==> src/hdl/json_string_unescape_utf8_assert.svh <==
// Assertion helpers, clocked on clk and disabled while rst_n is low.
`ifndef JSON_STRING_UNESCAPE_UTF8_ASSERT_SVH
`define JSON_STRING_UNESCAPE_UTF8_ASSERT_SVH

`define JSU_ASSERT_IMPL(label, ante, cons, msg) \
  label: assert property (@(posedge clk) disable iff (!rst_n) (ante) |-> (cons)) else $error(msg);

`define JSU_ASSERT_NEXT(label, ante, cons, msg) \
  label: assert property (@(posedge clk) disable iff (!rst_n) (ante) |=> (cons)) else $error(msg);

`endif

==> src/hdl/jsu_pkg.sv <==
`timescale 1ns / 1ps
package jsu_pkg;

  localparam int QUEUE_DEPTH_DEF = 4;

  localparam logic [7:0] CH_QUOTE  = 8'h22;
  localparam logic [7:0] CH_BSLASH = 8'h5C;
  localparam logic [7:0] CH_U      = 8'h75;
  localparam logic [7:0] CH_N      = 8'h6E;
  localparam logic [7:0] CH_T      = 8'h74;
  localparam logic [7:0] CH_R      = 8'h72;
  localparam logic [7:0] CH_B      = 8'h62;
  localparam logic [7:0] CH_F      = 8'h66;

  localparam logic [5:0] SURR_HI_TAG = 6'b110110;
  localparam logic [5:0] SURR_LO_TAG = 6'b110111;
  localparam logic [20:0] SUPP_BASE  = 21'h10000;

  typedef enum logic [5:0] {
    M_PLAIN    = 6'b000001,
    M_ESC      = 6'b000010,
    M_HEX      = 6'b000100,
    M_HIGH     = 6'b001000,
    M_HIGH_ESC = 6'b010000,
    M_LOW_HEX  = 6'b100000
  } mode_t;

  typedef enum logic [1:0] {
    TERM_NONE = 2'd0,
    TERM_DONE = 2'd1,
    TERM_ERR  = 2'd2
  } term_t;

  typedef struct packed {
    logic        has_a;
    logic [9:0]  a_lo;
    logic [2:0]  b_len;
    logic [20:0] b_cp;
    term_t       term;
  } entry_t;

  typedef struct packed {
    logic full;
    logic empty;
  } q_stat_t;

  function automatic logic [4:0] hex_digit(input logic [7:0] c);
    logic [4:0] r;
    r = 5'd0;
    if (c >= 8'h30 && c <= 8'h39) begin
      r = {1'b1, c[3:0]};
    end else if ((c >= 8'h61 && c <= 8'h66) || (c >= 8'h41 && c <= 8'h46)) begin
      r = {1'b1, c[3:0] + 4'd9};
    end
    return r;
  endfunction

  function automatic logic [7:0] esc_byte(input logic [7:0] e);
    logic [7:0] r;
    unique case (e)
      CH_N:    r = 8'h0A;
      CH_T:    r = 8'h09;
      CH_R:    r = 8'h0D;
      CH_B:    r = 8'h08;
      CH_F:    r = 8'h0C;
      default: r = e;
    endcase
    return r;
  endfunction

  function automatic logic [2:0] utf8_len(input logic [20:0] cp);
    logic [2:0] r;
    if (cp < 21'h80) begin
      r = 3'd1;
    end else if (cp < 21'h800) begin
      r = 3'd2;
    end else if (cp < 21'h10000) begin
      r = 3'd3;
    end else begin
      r = 3'd4;
    end
    return r;
  endfunction

  function automatic logic [7:0] utf8_byte(input logic [20:0] cp, input logic [2:0] len,
                                           input logic [1:0] idx);
    logic [7:0] r;
    r = cp[7:0];
    case (len)
      3'd2: begin
        r = (idx == 2'd0) ? {3'b110, cp[10:6]} : {2'b10, cp[5:0]};
      end
      3'd3: begin
        case (idx)
          2'd0:    r = {4'b1110, cp[15:12]};
          2'd1:    r = {2'b10, cp[11:6]};
          default: r = {2'b10, cp[5:0]};
        endcase
      end
      3'd4: begin
        case (idx)
          2'd0:    r = {5'b11110, cp[20:18]};
          2'd1:    r = {2'b10, cp[17:12]};
          2'd2:    r = {2'b10, cp[11:6]};
          default: r = {2'b10, cp[5:0]};
        endcase
      end
      default: r = cp[7:0];
    endcase
    return r;
  endfunction

endpackage

==> src/hdl/json_string_unescape_utf8.sv <==
`timescale 1ns / 1ps
// JSON string body unescaper with UTF-8 output. Feed the bytes after the opening
// quote, one per item; every result item carries either a decoded byte, the done
// mark of the closing quote, or an error, and out_last flags the final result of
// each input byte (bytes that only advance an escape give no result). An input is
// accepted every cycle while the result queue (QUEUE_DEPTH entries) has room;
// results leave one per cycle while out_ready is high, so an input that yields n
// results gives n output items (n is 1 for plain text, up to 7 around surrogate
// escapes); each passes the result queue, then the output register, to the output.
`include "json_string_unescape_utf8_assert.svh"
module json_string_unescape_utf8 #(
  parameter int QUEUE_DEPTH = jsu_pkg::QUEUE_DEPTH_DEF
) (
  input  logic       clk,
  input  logic       rst_n,
  input  logic       in_valid,
  output logic       in_ready,
  input  logic [7:0] in_byte,
  input  logic       in_buffer_end,
  output logic       out_valid,
  input  logic       out_ready,
  output logic [7:0] out_byte,
  output logic       out_byte_valid,
  output logic       out_done_res,
  output logic       out_error,
  output logic       out_last
);

  jsu_pkg::q_stat_t q_stat;
  jsu_pkg::entry_t  q_data, q_head;
  logic             q_push, q_pop;

  jsu_front u_front (
    .clk           (clk),
    .rst_n         (rst_n),
    .in_valid      (in_valid),
    .in_ready      (in_ready),
    .in_byte       (in_byte),
    .in_buffer_end (in_buffer_end),
    .q_stat        (q_stat),
    .q_push        (q_push),
    .q_data        (q_data)
  );

  jsu_queue #(.DEPTH(QUEUE_DEPTH)) u_queue (
    .clk       (clk),
    .rst_n     (rst_n),
    .push      (q_push),
    .push_data (q_data),
    .pop       (q_pop),
    .head      (q_head),
    .stat      (q_stat)
  );

  jsu_back u_back (
    .clk            (clk),
    .rst_n          (rst_n),
    .head           (q_head),
    .q_stat         (q_stat),
    .q_pop          (q_pop),
    .out_valid      (out_valid),
    .out_ready      (out_ready),
    .out_byte       (out_byte),
    .out_byte_valid (out_byte_valid),
    .out_done_res   (out_done_res),
    .out_error      (out_error),
    .out_last       (out_last)
  );

  `JSU_ASSERT_IMPL(a_pop_nonempty, q_pop, !q_stat.empty, "pop from empty queue")
  `JSU_ASSERT_NEXT(a_empty_holds, q_stat.empty && !q_push, q_stat.empty, "queue filled without push")
  `JSU_ASSERT_IMPL(a_term_last, out_valid && (out_done_res || out_error), out_last, "terminal item not last")
  `JSU_ASSERT_IMPL(a_zero_byte, out_valid && !out_byte_valid, out_byte == 8'd0, "nonzero byte on status item")

endmodule

==> src/hdl/jsu_front.sv <==
`timescale 1ns / 1ps
module jsu_front (
  input  logic             clk,
  input  logic             rst_n,
  input  logic             in_valid,
  output logic             in_ready,
  input  logic [7:0]       in_byte,
  input  logic             in_buffer_end,
  input  jsu_pkg::q_stat_t q_stat,
  output logic             q_push,
  output jsu_pkg::entry_t  q_data
);

  jsu_pkg::mode_t mode_r, mode_nxt;
  logic [11:0]    hex_r, hex_nxt;
  logic [1:0]     cnt_r, cnt_nxt;
  logic [9:0]     held_r, held_nxt;
  logic           failed_r, failed_nxt;

  logic [4:0]  dig;
  logic [15:0] hex_full;
  logic        take_plain, take_esc, fin, done, fail, accept;

  assign in_ready = !q_stat.full;
  assign accept   = in_valid && in_ready;
  assign dig      = jsu_pkg::hex_digit(in_byte);
  assign hex_full = {hex_r, dig[3:0]};

  always_comb begin
    mode_nxt   = mode_r;
    hex_nxt    = hex_r;
    cnt_nxt    = cnt_r;
    held_nxt   = held_r;
    failed_nxt = failed_r;
    take_plain = 1'b0;
    take_esc   = 1'b0;
    fin        = 1'b0;
    done       = 1'b0;
    fail       = 1'b0;
    q_data       = '0;
    q_data.a_lo  = held_r;
    q_data.term  = jsu_pkg::TERM_NONE;

    if (!failed_r) begin
      unique case (mode_r)
        jsu_pkg::M_ESC: take_esc = 1'b1;
        jsu_pkg::M_HEX: begin
          if (!dig[4]) begin
            fail = 1'b1;
          end else if (cnt_r == 2'd3) begin
            fin = 1'b1;
          end else begin
            cnt_nxt = cnt_r + 2'd1;
            hex_nxt = hex_full[11:0];
            fail    = in_buffer_end;
          end
        end
        jsu_pkg::M_HIGH: begin
          if (in_byte == jsu_pkg::CH_BSLASH && !in_buffer_end) begin
            mode_nxt = jsu_pkg::M_HIGH_ESC;
          end else begin
            q_data.has_a = 1'b1;
            take_plain   = 1'b1;
          end
        end
        jsu_pkg::M_HIGH_ESC: begin
          if (in_byte == jsu_pkg::CH_U && !in_buffer_end) begin
            mode_nxt = jsu_pkg::M_LOW_HEX;
            cnt_nxt  = 2'd0;
            hex_nxt  = '0;
          end else begin
            q_data.has_a = 1'b1;
            take_esc     = 1'b1;
          end
        end
        jsu_pkg::M_LOW_HEX: begin
          if (!dig[4]) begin
            q_data.has_a = 1'b1;
            fail         = 1'b1;
          end else if (cnt_r == 2'd3) begin
            if (hex_full[15:10] == jsu_pkg::SURR_LO_TAG) begin
              q_data.b_cp  = jsu_pkg::SUPP_BASE + {1'b0, held_r, hex_full[9:0]};
              q_data.b_len = 3'd4;
              mode_nxt     = jsu_pkg::M_PLAIN;
              cnt_nxt      = 2'd0;
            end else begin
              q_data.has_a = 1'b1;
              fin          = 1'b1;
            end
          end else begin
            cnt_nxt = cnt_r + 2'd1;
            hex_nxt = hex_full[11:0];
            if (in_buffer_end) begin
              q_data.has_a = 1'b1;
              fail         = 1'b1;
            end
          end
        end
        default: take_plain = 1'b1;
      endcase

      if (take_plain) begin
        mode_nxt = jsu_pkg::M_PLAIN;
        if (in_byte == jsu_pkg::CH_QUOTE) begin
          done = 1'b1;
        end else if (in_byte == jsu_pkg::CH_BSLASH && !in_buffer_end) begin
          mode_nxt = jsu_pkg::M_ESC;
        end else begin
          q_data.b_cp  = {13'd0, in_byte};
          q_data.b_len = 3'd1;
        end
      end

      if (take_esc) begin
        mode_nxt = jsu_pkg::M_PLAIN;
        if (in_byte == jsu_pkg::CH_U) begin
          if (in_buffer_end) begin
            fail = 1'b1;
          end else begin
            mode_nxt = jsu_pkg::M_HEX;
            cnt_nxt  = 2'd0;
            hex_nxt  = '0;
          end
        end else begin
          q_data.b_cp  = {13'd0, jsu_pkg::esc_byte(in_byte)};
          q_data.b_len = 3'd1;
        end
      end

      if (fin) begin
        cnt_nxt = 2'd0;
        if (hex_full[15:10] == jsu_pkg::SURR_HI_TAG && !in_buffer_end) begin
          held_nxt = hex_full[9:0];
          mode_nxt = jsu_pkg::M_HIGH;
        end else begin
          q_data.b_cp  = {5'd0, hex_full};
          q_data.b_len = jsu_pkg::utf8_len({5'd0, hex_full});
          mode_nxt     = jsu_pkg::M_PLAIN;
        end
      end
    end

    if (failed_r || (!done && (fail || in_buffer_end))) begin
      q_data.term = jsu_pkg::TERM_ERR;
    end else if (done) begin
      q_data.term = jsu_pkg::TERM_DONE;
    end

    if (!failed_r && fail && !in_buffer_end) begin
      failed_nxt = 1'b1;
    end

    if (done || in_buffer_end) begin
      mode_nxt   = jsu_pkg::M_PLAIN;
      hex_nxt    = '0;
      cnt_nxt    = 2'd0;
      held_nxt   = '0;
      failed_nxt = 1'b0;
    end
  end

  assign q_push = accept && (q_data.has_a || q_data.b_len != 3'd0 ||
                             q_data.term != jsu_pkg::TERM_NONE);

  always_ff @(posedge clk) begin
    if (!rst_n) begin
      mode_r   <= jsu_pkg::M_PLAIN;
      hex_r    <= '0;
      cnt_r    <= 2'd0;
      held_r   <= '0;
      failed_r <= 1'b0;
    end else if (accept) begin
      mode_r   <= mode_nxt;
      hex_r    <= hex_nxt;
      cnt_r    <= cnt_nxt;
      held_r   <= held_nxt;
      failed_r <= failed_nxt;
    end
  end

endmodule

==> src/hdl/jsu_queue.sv <==
`timescale 1ns / 1ps
module jsu_queue #(
  parameter int DEPTH = jsu_pkg::QUEUE_DEPTH_DEF
) (
  input  logic             clk,
  input  logic             rst_n,
  input  logic             push,
  input  jsu_pkg::entry_t  push_data,
  input  logic             pop,
  output jsu_pkg::entry_t  head,
  output jsu_pkg::q_stat_t stat
);

  localparam int AW = (DEPTH > 1) ? $clog2(DEPTH) : 1;
  localparam int CW = $clog2(DEPTH + 1);
  localparam logic [AW-1:0] LAST_PTR = AW'(DEPTH - 1);
  localparam logic [CW-1:0] FULL_CNT = CW'(DEPTH);

  jsu_pkg::entry_t mem [DEPTH];
  logic [AW-1:0]   wr_ptr_r, rd_ptr_r;
  logic [CW-1:0]   cnt_r, cnt_nxt;

  assign head       = mem[rd_ptr_r];
  assign stat.full  = (cnt_r == FULL_CNT);
  assign stat.empty = (cnt_r == '0);

  always_comb begin
    cnt_nxt = cnt_r;
    if (push && !pop) begin
      cnt_nxt = cnt_r + CW'(1);
    end else if (pop && !push) begin
      cnt_nxt = cnt_r - CW'(1);
    end
  end

  always_ff @(posedge clk) begin
    if (push) begin
      mem[wr_ptr_r] <= push_data;
    end
  end

  always_ff @(posedge clk) begin
    if (!rst_n) begin
      wr_ptr_r <= '0;
      rd_ptr_r <= '0;
      cnt_r    <= '0;
    end else begin
      cnt_r <= cnt_nxt;
      if (push) begin
        wr_ptr_r <= (wr_ptr_r == LAST_PTR) ? '0 : wr_ptr_r + AW'(1);
      end
      if (pop) begin
        rd_ptr_r <= (rd_ptr_r == LAST_PTR) ? '0 : rd_ptr_r + AW'(1);
      end
    end
  end

endmodule

==> src/hdl/jsu_back.sv <==
`timescale 1ns / 1ps
module jsu_back (
  input  logic             clk,
  input  logic             rst_n,
  input  jsu_pkg::entry_t  head,
  input  jsu_pkg::q_stat_t q_stat,
  output logic             q_pop,
  output logic             out_valid,
  input  logic             out_ready,
  output logic [7:0]       out_byte,
  output logic             out_byte_valid,
  output logic             out_done_res,
  output logic             out_error,
  output logic             out_last
);

  logic [2:0] k_r, k_nxt;
  logic [3:0] na, nab, total, kx, rel;
  logic       last, load;
  logic [7:0] res_byte;
  logic       res_bv, res_done, res_err;

  logic       out_valid_r;
  logic [7:0] out_byte_r;
  logic       out_bv_r, out_done_r, out_err_r, out_last_r;

  always_comb begin
    na       = head.has_a ? 4'd3 : 4'd0;
    nab      = na + {1'b0, head.b_len};
    total    = nab + {3'd0, head.term != jsu_pkg::TERM_NONE};
    kx       = {1'b0, k_r};
    rel      = kx - na;
    last     = (kx == total - 4'd1);
    res_byte = 8'd0;
    res_bv   = 1'b0;
    res_done = 1'b0;
    res_err  = 1'b0;
    if (kx < na) begin
      res_byte = jsu_pkg::utf8_byte({5'd0, jsu_pkg::SURR_HI_TAG, head.a_lo}, 3'd3, k_r[1:0]);
      res_bv   = 1'b1;
    end else if (kx < nab) begin
      res_byte = jsu_pkg::utf8_byte(head.b_cp, head.b_len, rel[1:0]);
      res_bv   = 1'b1;
    end else begin
      res_done = (head.term == jsu_pkg::TERM_DONE);
      res_err  = (head.term == jsu_pkg::TERM_ERR);
    end
  end

  assign load  = !q_stat.empty && (!out_valid_r || out_ready);
  assign q_pop = load && last;
  assign k_nxt = !load ? k_r : (last ? 3'd0 : k_r + 3'd1);

  always_ff @(posedge clk) begin
    if (!rst_n) begin
      out_valid_r <= 1'b0;
      k_r         <= 3'd0;
    end else begin
      k_r <= k_nxt;
      if (load) begin
        out_valid_r <= 1'b1;
      end else if (out_ready) begin
        out_valid_r <= 1'b0;
      end
    end
  end

  always_ff @(posedge clk) begin
    if (load) begin
      out_byte_r <= res_byte;
      out_bv_r   <= res_bv;
      out_done_r <= res_done;
      out_err_r  <= res_err;
      out_last_r <= last;
    end
  end

  assign out_valid      = out_valid_r;
  assign out_byte       = out_byte_r;
  assign out_byte_valid = out_bv_r;
  assign out_done_res   = out_done_r;
  assign out_error      = out_err_r;
  assign out_last       = out_last_r;

endmodule
==> config.mk <==
export PLATFORM = sky130hd
export DESIGN_NAME = json_string_unescape_utf8
export DESIGN_NICKNAME = d
export VERILOG_FILES = /design/src/hdl/jsu_pkg.sv /design/src/hdl/json_string_unescape_utf8.sv /design/src/hdl/jsu_front.sv /design/src/hdl/jsu_queue.sv /design/src/hdl/jsu_back.sv
export VERILOG_INCLUDE_DIRS = /design/src /design/src/hdl
export SDC_FILE = /design/constraint.sdc
export NUM_CORES = 1
export LEC_CHECK = 0
export BUFFER_PORTS_ARGS = -buffer_cell sky130_fd_sc_hd__buf_2
export CORE_MARGIN = 5
export CORE_UTILIZATION = 58
export DETAILED_ROUTE_END_ITERATION = 12
export PLACE_DENSITY_LB_ADDON = 0.15
export RECOVER_POWER = 25
export SLEW_MARGIN = 25
export SYNTH_ARGS = -nofsm -noshare
export SYNTH_HDL_FRONTEND = slang
export SYNTH_HIERARCHICAL = 1
export SYNTH_SLANG_ARGS = --single-unit
==> constraint.sdc <==
create_clock -name clk -period 7.31 [get_ports clk]
set_clock_uncertainty 0.1 [all_clocks]
set_input_delay 0.731 -clock clk [delete_from_list [all_inputs] [get_ports clk]]
set_output_delay 0.731 -clock clk [all_outputs]
set_load 0.005 [all_outputs]
# == After elaboration in Yosys (flattened, before gate mapping) ==
# Memories as Yosys holds them, arrays and structs flattened. A register that Yosys moved wholly into a read port is not among the register bits.
# Cells that the tools add are included.
# totals
n_memories,1
mem_bits_rw,148
inputBits,13
wordCells,234
output_inout_bits,14
reg_bits,54
# classes
n_lt_le_gt_ge,10
reduce_logical,49
eq_ne,34
add_sub_neg,12
n_mux,113
# mem_list
memory,words,width,rd,rd_clocked_by_memory_dff,wr,line,rtl
u_queue.mem,4,37,1,1,1,jsu_queue.sv:19,jsu_pkg::entry_t mem [DEPTH];
# op_table
op,n
$mux W24,12
$mux W12,8
$mux W6,12
$eq A8 B7 Y1 const B,7
$mux W10,4
$pmux W8 S5,1
$mux W2,19
$mux W1,34
$ne A6 B1 Y1 const B,5
$pmux W7 S2,2
$pmux W12 S2,1
$pmux W8 S3,1
$add A17 B20 Y21 const A,1
$pmux W7 S3,1
$eq A6 B6 Y1 const B,3
$pmux W6 S3,1
$ge A8 B7 Y1 const B,2
$le A8 B7 Y1 const B,2
$lt A16 B12 Y1 const B,1
$lt A16 B8 Y1 const B,1
$mux W8,2
$logic_and A1 B1 Y1,15
$mux W3,5
$reduce_bool A2 Y1,7
40 further kinds,71

# == Depth between registers and ports, before layout ==
# depth
depth_word,26
depth_mapped,17
mapped_depth_nobuf,16

# == Hierarchy ==
# The synthesis kept the hierarchy.
# by_module_without_submodules
mod,seq_area_each_um2,area_per_inst_um2,n_inst,cells_each
jsu_queue,4624.4,5853.1,1,237
jsu_front,620.6,2552.4,1,329
jsu_back,440.4,1545.2,1,149

# == Worst setup path after synthesis ==
# No wires, ideal clock.
# synth_path
path_kind,register -> register
start,register (tool-made name)
end,register u_queue.cnt_r[2]
required_time_ps,7134
n_path_buf,1
synth_period_minus_slack_ps,4109
setup_ps,76
t_arrival_ps,3933
path_stages_with_launch,18
setup_slack_ps,3201
cell_sequence,dfxtp_1 -> buf_6 -> mux4_1 -> ha_1 -> fa_1 -> inv_1 -> ha_1 -> xnor2_1 -> a211o_1 -> o31a_1 -> nor3_1 -> inv_1 -> ha_1 -> inv_1 -> fa_1 -> xor2_1 -> or3_1 -> a21boi_0
# synth_rtl
item,line,rtl
end signal: assignment,jsu_queue.sv:48,cnt_r <= cnt_nxt;
end: declaration,jsu_queue.sv:21,"logic [CW-1:0] cnt_r, cnt_nxt;"

==> results.cfg <==
[status]
status = complete, no violations

[floorplanning]
die_h_um = 141
die_w_um = 141
io_pins = 27
rows = 47
start_util_pct = 59.6
design.core.area_mm2 = 0.0167
dieArea_mm2 = 0.0199

[clock_tree]
cts_setup_buffers = 0
cts-resized-gates = 0
cts.sinks = 204
cts_max_path_buffers = 3
clk_pin_slew_ns = 0.06
cts_tree = yes
clkLatencyLatePin_ns = 0.50
hold_buffers = 0
cts_buffers = 21
root_buffer = clkbuf_16
htreeDepth = 1

[pwr]
ir_drop_v = 0.000309
powerDensity_mw_per_mm2 = 333
power_leakage_nw = 3.72

[logic_synthesis]
syn_inst = 715
netlist_area_mm2 = 0.00995
syn_avg_cell_area_um2 = 13.9
yosysWarnings = 6
synth-edff-count = 160
synth_nets = 756
synth_compound_gate_area_share_pct = 12.6
ys.flop_type = edfxtp_1
synthMuxAreaShare_pct = 11.1
async_reset_ff_share_pct = 0
synth-simple-area-share_pct = 11.2
synth-xor-area-share_pct = 1.51
ys_ff_latch = 204
synth_top_family_by_area = compound AO/OA/AOI/OAI gates
seq_area_frac_synth_pct = 57.1
yosysUniqueCellTypes = 92
synth_fa_ha_area_share_pct = 3.67

[sta]
max-slew-margin-rel_pct = 27.7
slew_viol_final = 0
post-route-period-util_pct = 68.6
fmax_ghz = 0.199
final.setup.worst_slack_ns = 2.30
grt_setup_unrepaired = no
setup_viol = 0
final_hold_viol_count = 0
fin_crit_ns = 5.01
tightest_slew_ns = 1.08
finalSetupTns_ns = 0

[place]
dpl_cell_area_mm2 = 0.0102
dpl.hpwl_mm = 15.2
io_buffers = 26
place_ws_ns = 2.23
place.gp.congestion = 0.939

[cells_and_area]
diodes = 0
fin_util_pct = 64.8
area_growth_pct = 8.76
design_area_mm2 = 0.0108
fin_nets = 779
drive_gt1_share_pct = 15.8

[detailed_routing]
drc = 0
drt_wl_total_mm = 22.3
wl_per_cell_um = 22.9
ant_nets = 0
vias = 6353
via_per_inst = 6.53
first_pass_iters = 5
drtIter0Drc = 502

[worst_setup_path]
cpPeakStageDelay_ns = 0.74
critPathLaunchType = flip-flop
cp_slowest_cell = mux4_1
cp_max_fo = 27
reg2regPathDepth = 16
cpMostUsedCell = inv_1
critPathKind = reg2reg
crit_chain = buf_4 -> mux4_1 -> fa_1 -> inv_1 -> ha_1 -> xnor2_1 -> nand2_1 -> o31a_1 -> nor3_1 -> inv_1 -> ha_1 -> inv_1 -> fa_1 -> xor2_1 -> or3_1 -> a21boi_0
cp_data_required_time_ns = 7.61
cp.arrival_ns = 5.32
end_kind = flip-flop

[global_routing]
grt_pass1_wl_mm = 35.2
grt_util_all_layers_pct = 22.6
grt_pass1_vias = 6353
grt_max_degree = 38
grt_antenna_before_repair = 0
grt_overflow = 0

[worst_hold_path]
worstHoldPathCells = 1
hp-class = reg2reg

[flow_run]
cap_violations = 0
## state kept, by name, indices dropped and copies added, names as in the netlist, 2 cells and up, named ones only
name and flops:
u_queue/wr_ptr_r 2, u_queue/rd_ptr_r 2, u_queue/cnt_r 3, u_front/cnt_r 2
u_back/k_r 3, u_front/hex_r 12, u_front/mode_r 6, u_queue/mem 148
u_back/out_byte 8, u_front/held_r 10
## critical path: cells and delay by family (launching register included)
| family | cells | cell delay [ns] |
|---|---|---|
| fa+ha+maj | 4 | 1.22 |
| buf+inv | 4 | 0.79 |
| simple gates | 3 | 0.77 |
| mux | 1 | 0.74 |
| flops | 1 | 0.55 |
| compound gates | 2 | 0.49 |
| xor+xnor | 2 | 0.27 |
## cells in the mapped netlist, types with 10 or more instances
cell type / number / area (um^2)
ha_1: 26 / 325
buf_2: 13 / 65.1
a21oi_1: 19 / 95.1
mux4_2: 30 / 676
nand3_1: 16 / 80.1
nor3_1: 16 / 80.1
a22o_1: 26 / 228
mux4_1: 10 / 263
nor2b_1: 11 / 68.8
inv_1: 24 / 90.1
nand2_1: 33 / 124
o21ai_0: 25 / 125
nor2_1: 46 / 173
nor3b_1: 10 / 75.1
dfxtp_1: 44 / 881
mux2i_1: 10 / 100
edfxtp_1: 160 / 4800
## area by class of cell
cell class | instances | area, um^2
clock inverters | 11 | 98.8
clock buffers | 27 | 558
multi-input cells | 458 | 3970
repair buffers | 29 | 144
well taps | 220 | 275
inverters | 24 | 90.1
fillers | 1233 | 5880
flip-flops and latches | 204 | 5690
## logic make-up after synthesis
| family | Yosys count |
|---|---|
| compound gates | 159 |
| xor+xnor | 15 |
| fa+ha+maj | 28 |
| buf+inv | 53 |
| flops | 204 |
| mux | 56 |
| simple gates | 200 |
## layout by cell type (no fill, tap or decap), drive strengths merged, types with 11 or more instances in the layout
cell      n
nand3    16
inv      27
o21ai    34
nor2     46
a22o     26
a21oi    20
nor3     18
nand2    35
buf      22
mux4     40
edfxtp  160
dfxtp    44
nor2b    11
ha       26
clkbuf   34
## routing by layer
| metal | GRT usage, % | part of all wire [%] |
|---|---|---|
| met5 | 0 | 0 |
| met4 | 8.16 | 3.4 |
| met3 | 4.10 | 6.4 |
| met2 | 36.5 | 48 |
| met1 | 31.0 | 42 |
## report_power, final
group / leakage, nW / internal [W] / switching (W)
sequential: 1.83 / 0.00142 / 0.0000597
combinational: 1.57 / 0.000477 / 0.000629
clock: 0.317 / 0.000583 / 0.000434
total: 3.72 / 0.00248 / 0.00112
## stage by stage
stage | power (W) | hold WS, ns | std cells
4_1_cts | 0.00362 | 0.394 | 973
3_5_place_dp | 0.00260 | 0.386 | 935
6_report | 0.00360 | 0.401 | 973
3_3_place_gp | 0.00255 | 0.371 | 935
5_1_grt | 0.00377 | 0.412 | 973
2_1_floorplan | 0.00235 | 0.358 | 715
## final timing paths
path                    start          endpoint  slack, ns
max                 flip-flop  u_queue/cnt_r[2]       2.30
min          u_front/cnt_r[1]  u_front/cnt_r[1]       0.40
max reg2reg         flip-flop  u_queue/cnt_r[2]       2.30
min reg2reg  u_front/cnt_r[1]  u_front/cnt_r[1]       0.40
No activity file was read; power rests on OpenSTA's default activity.
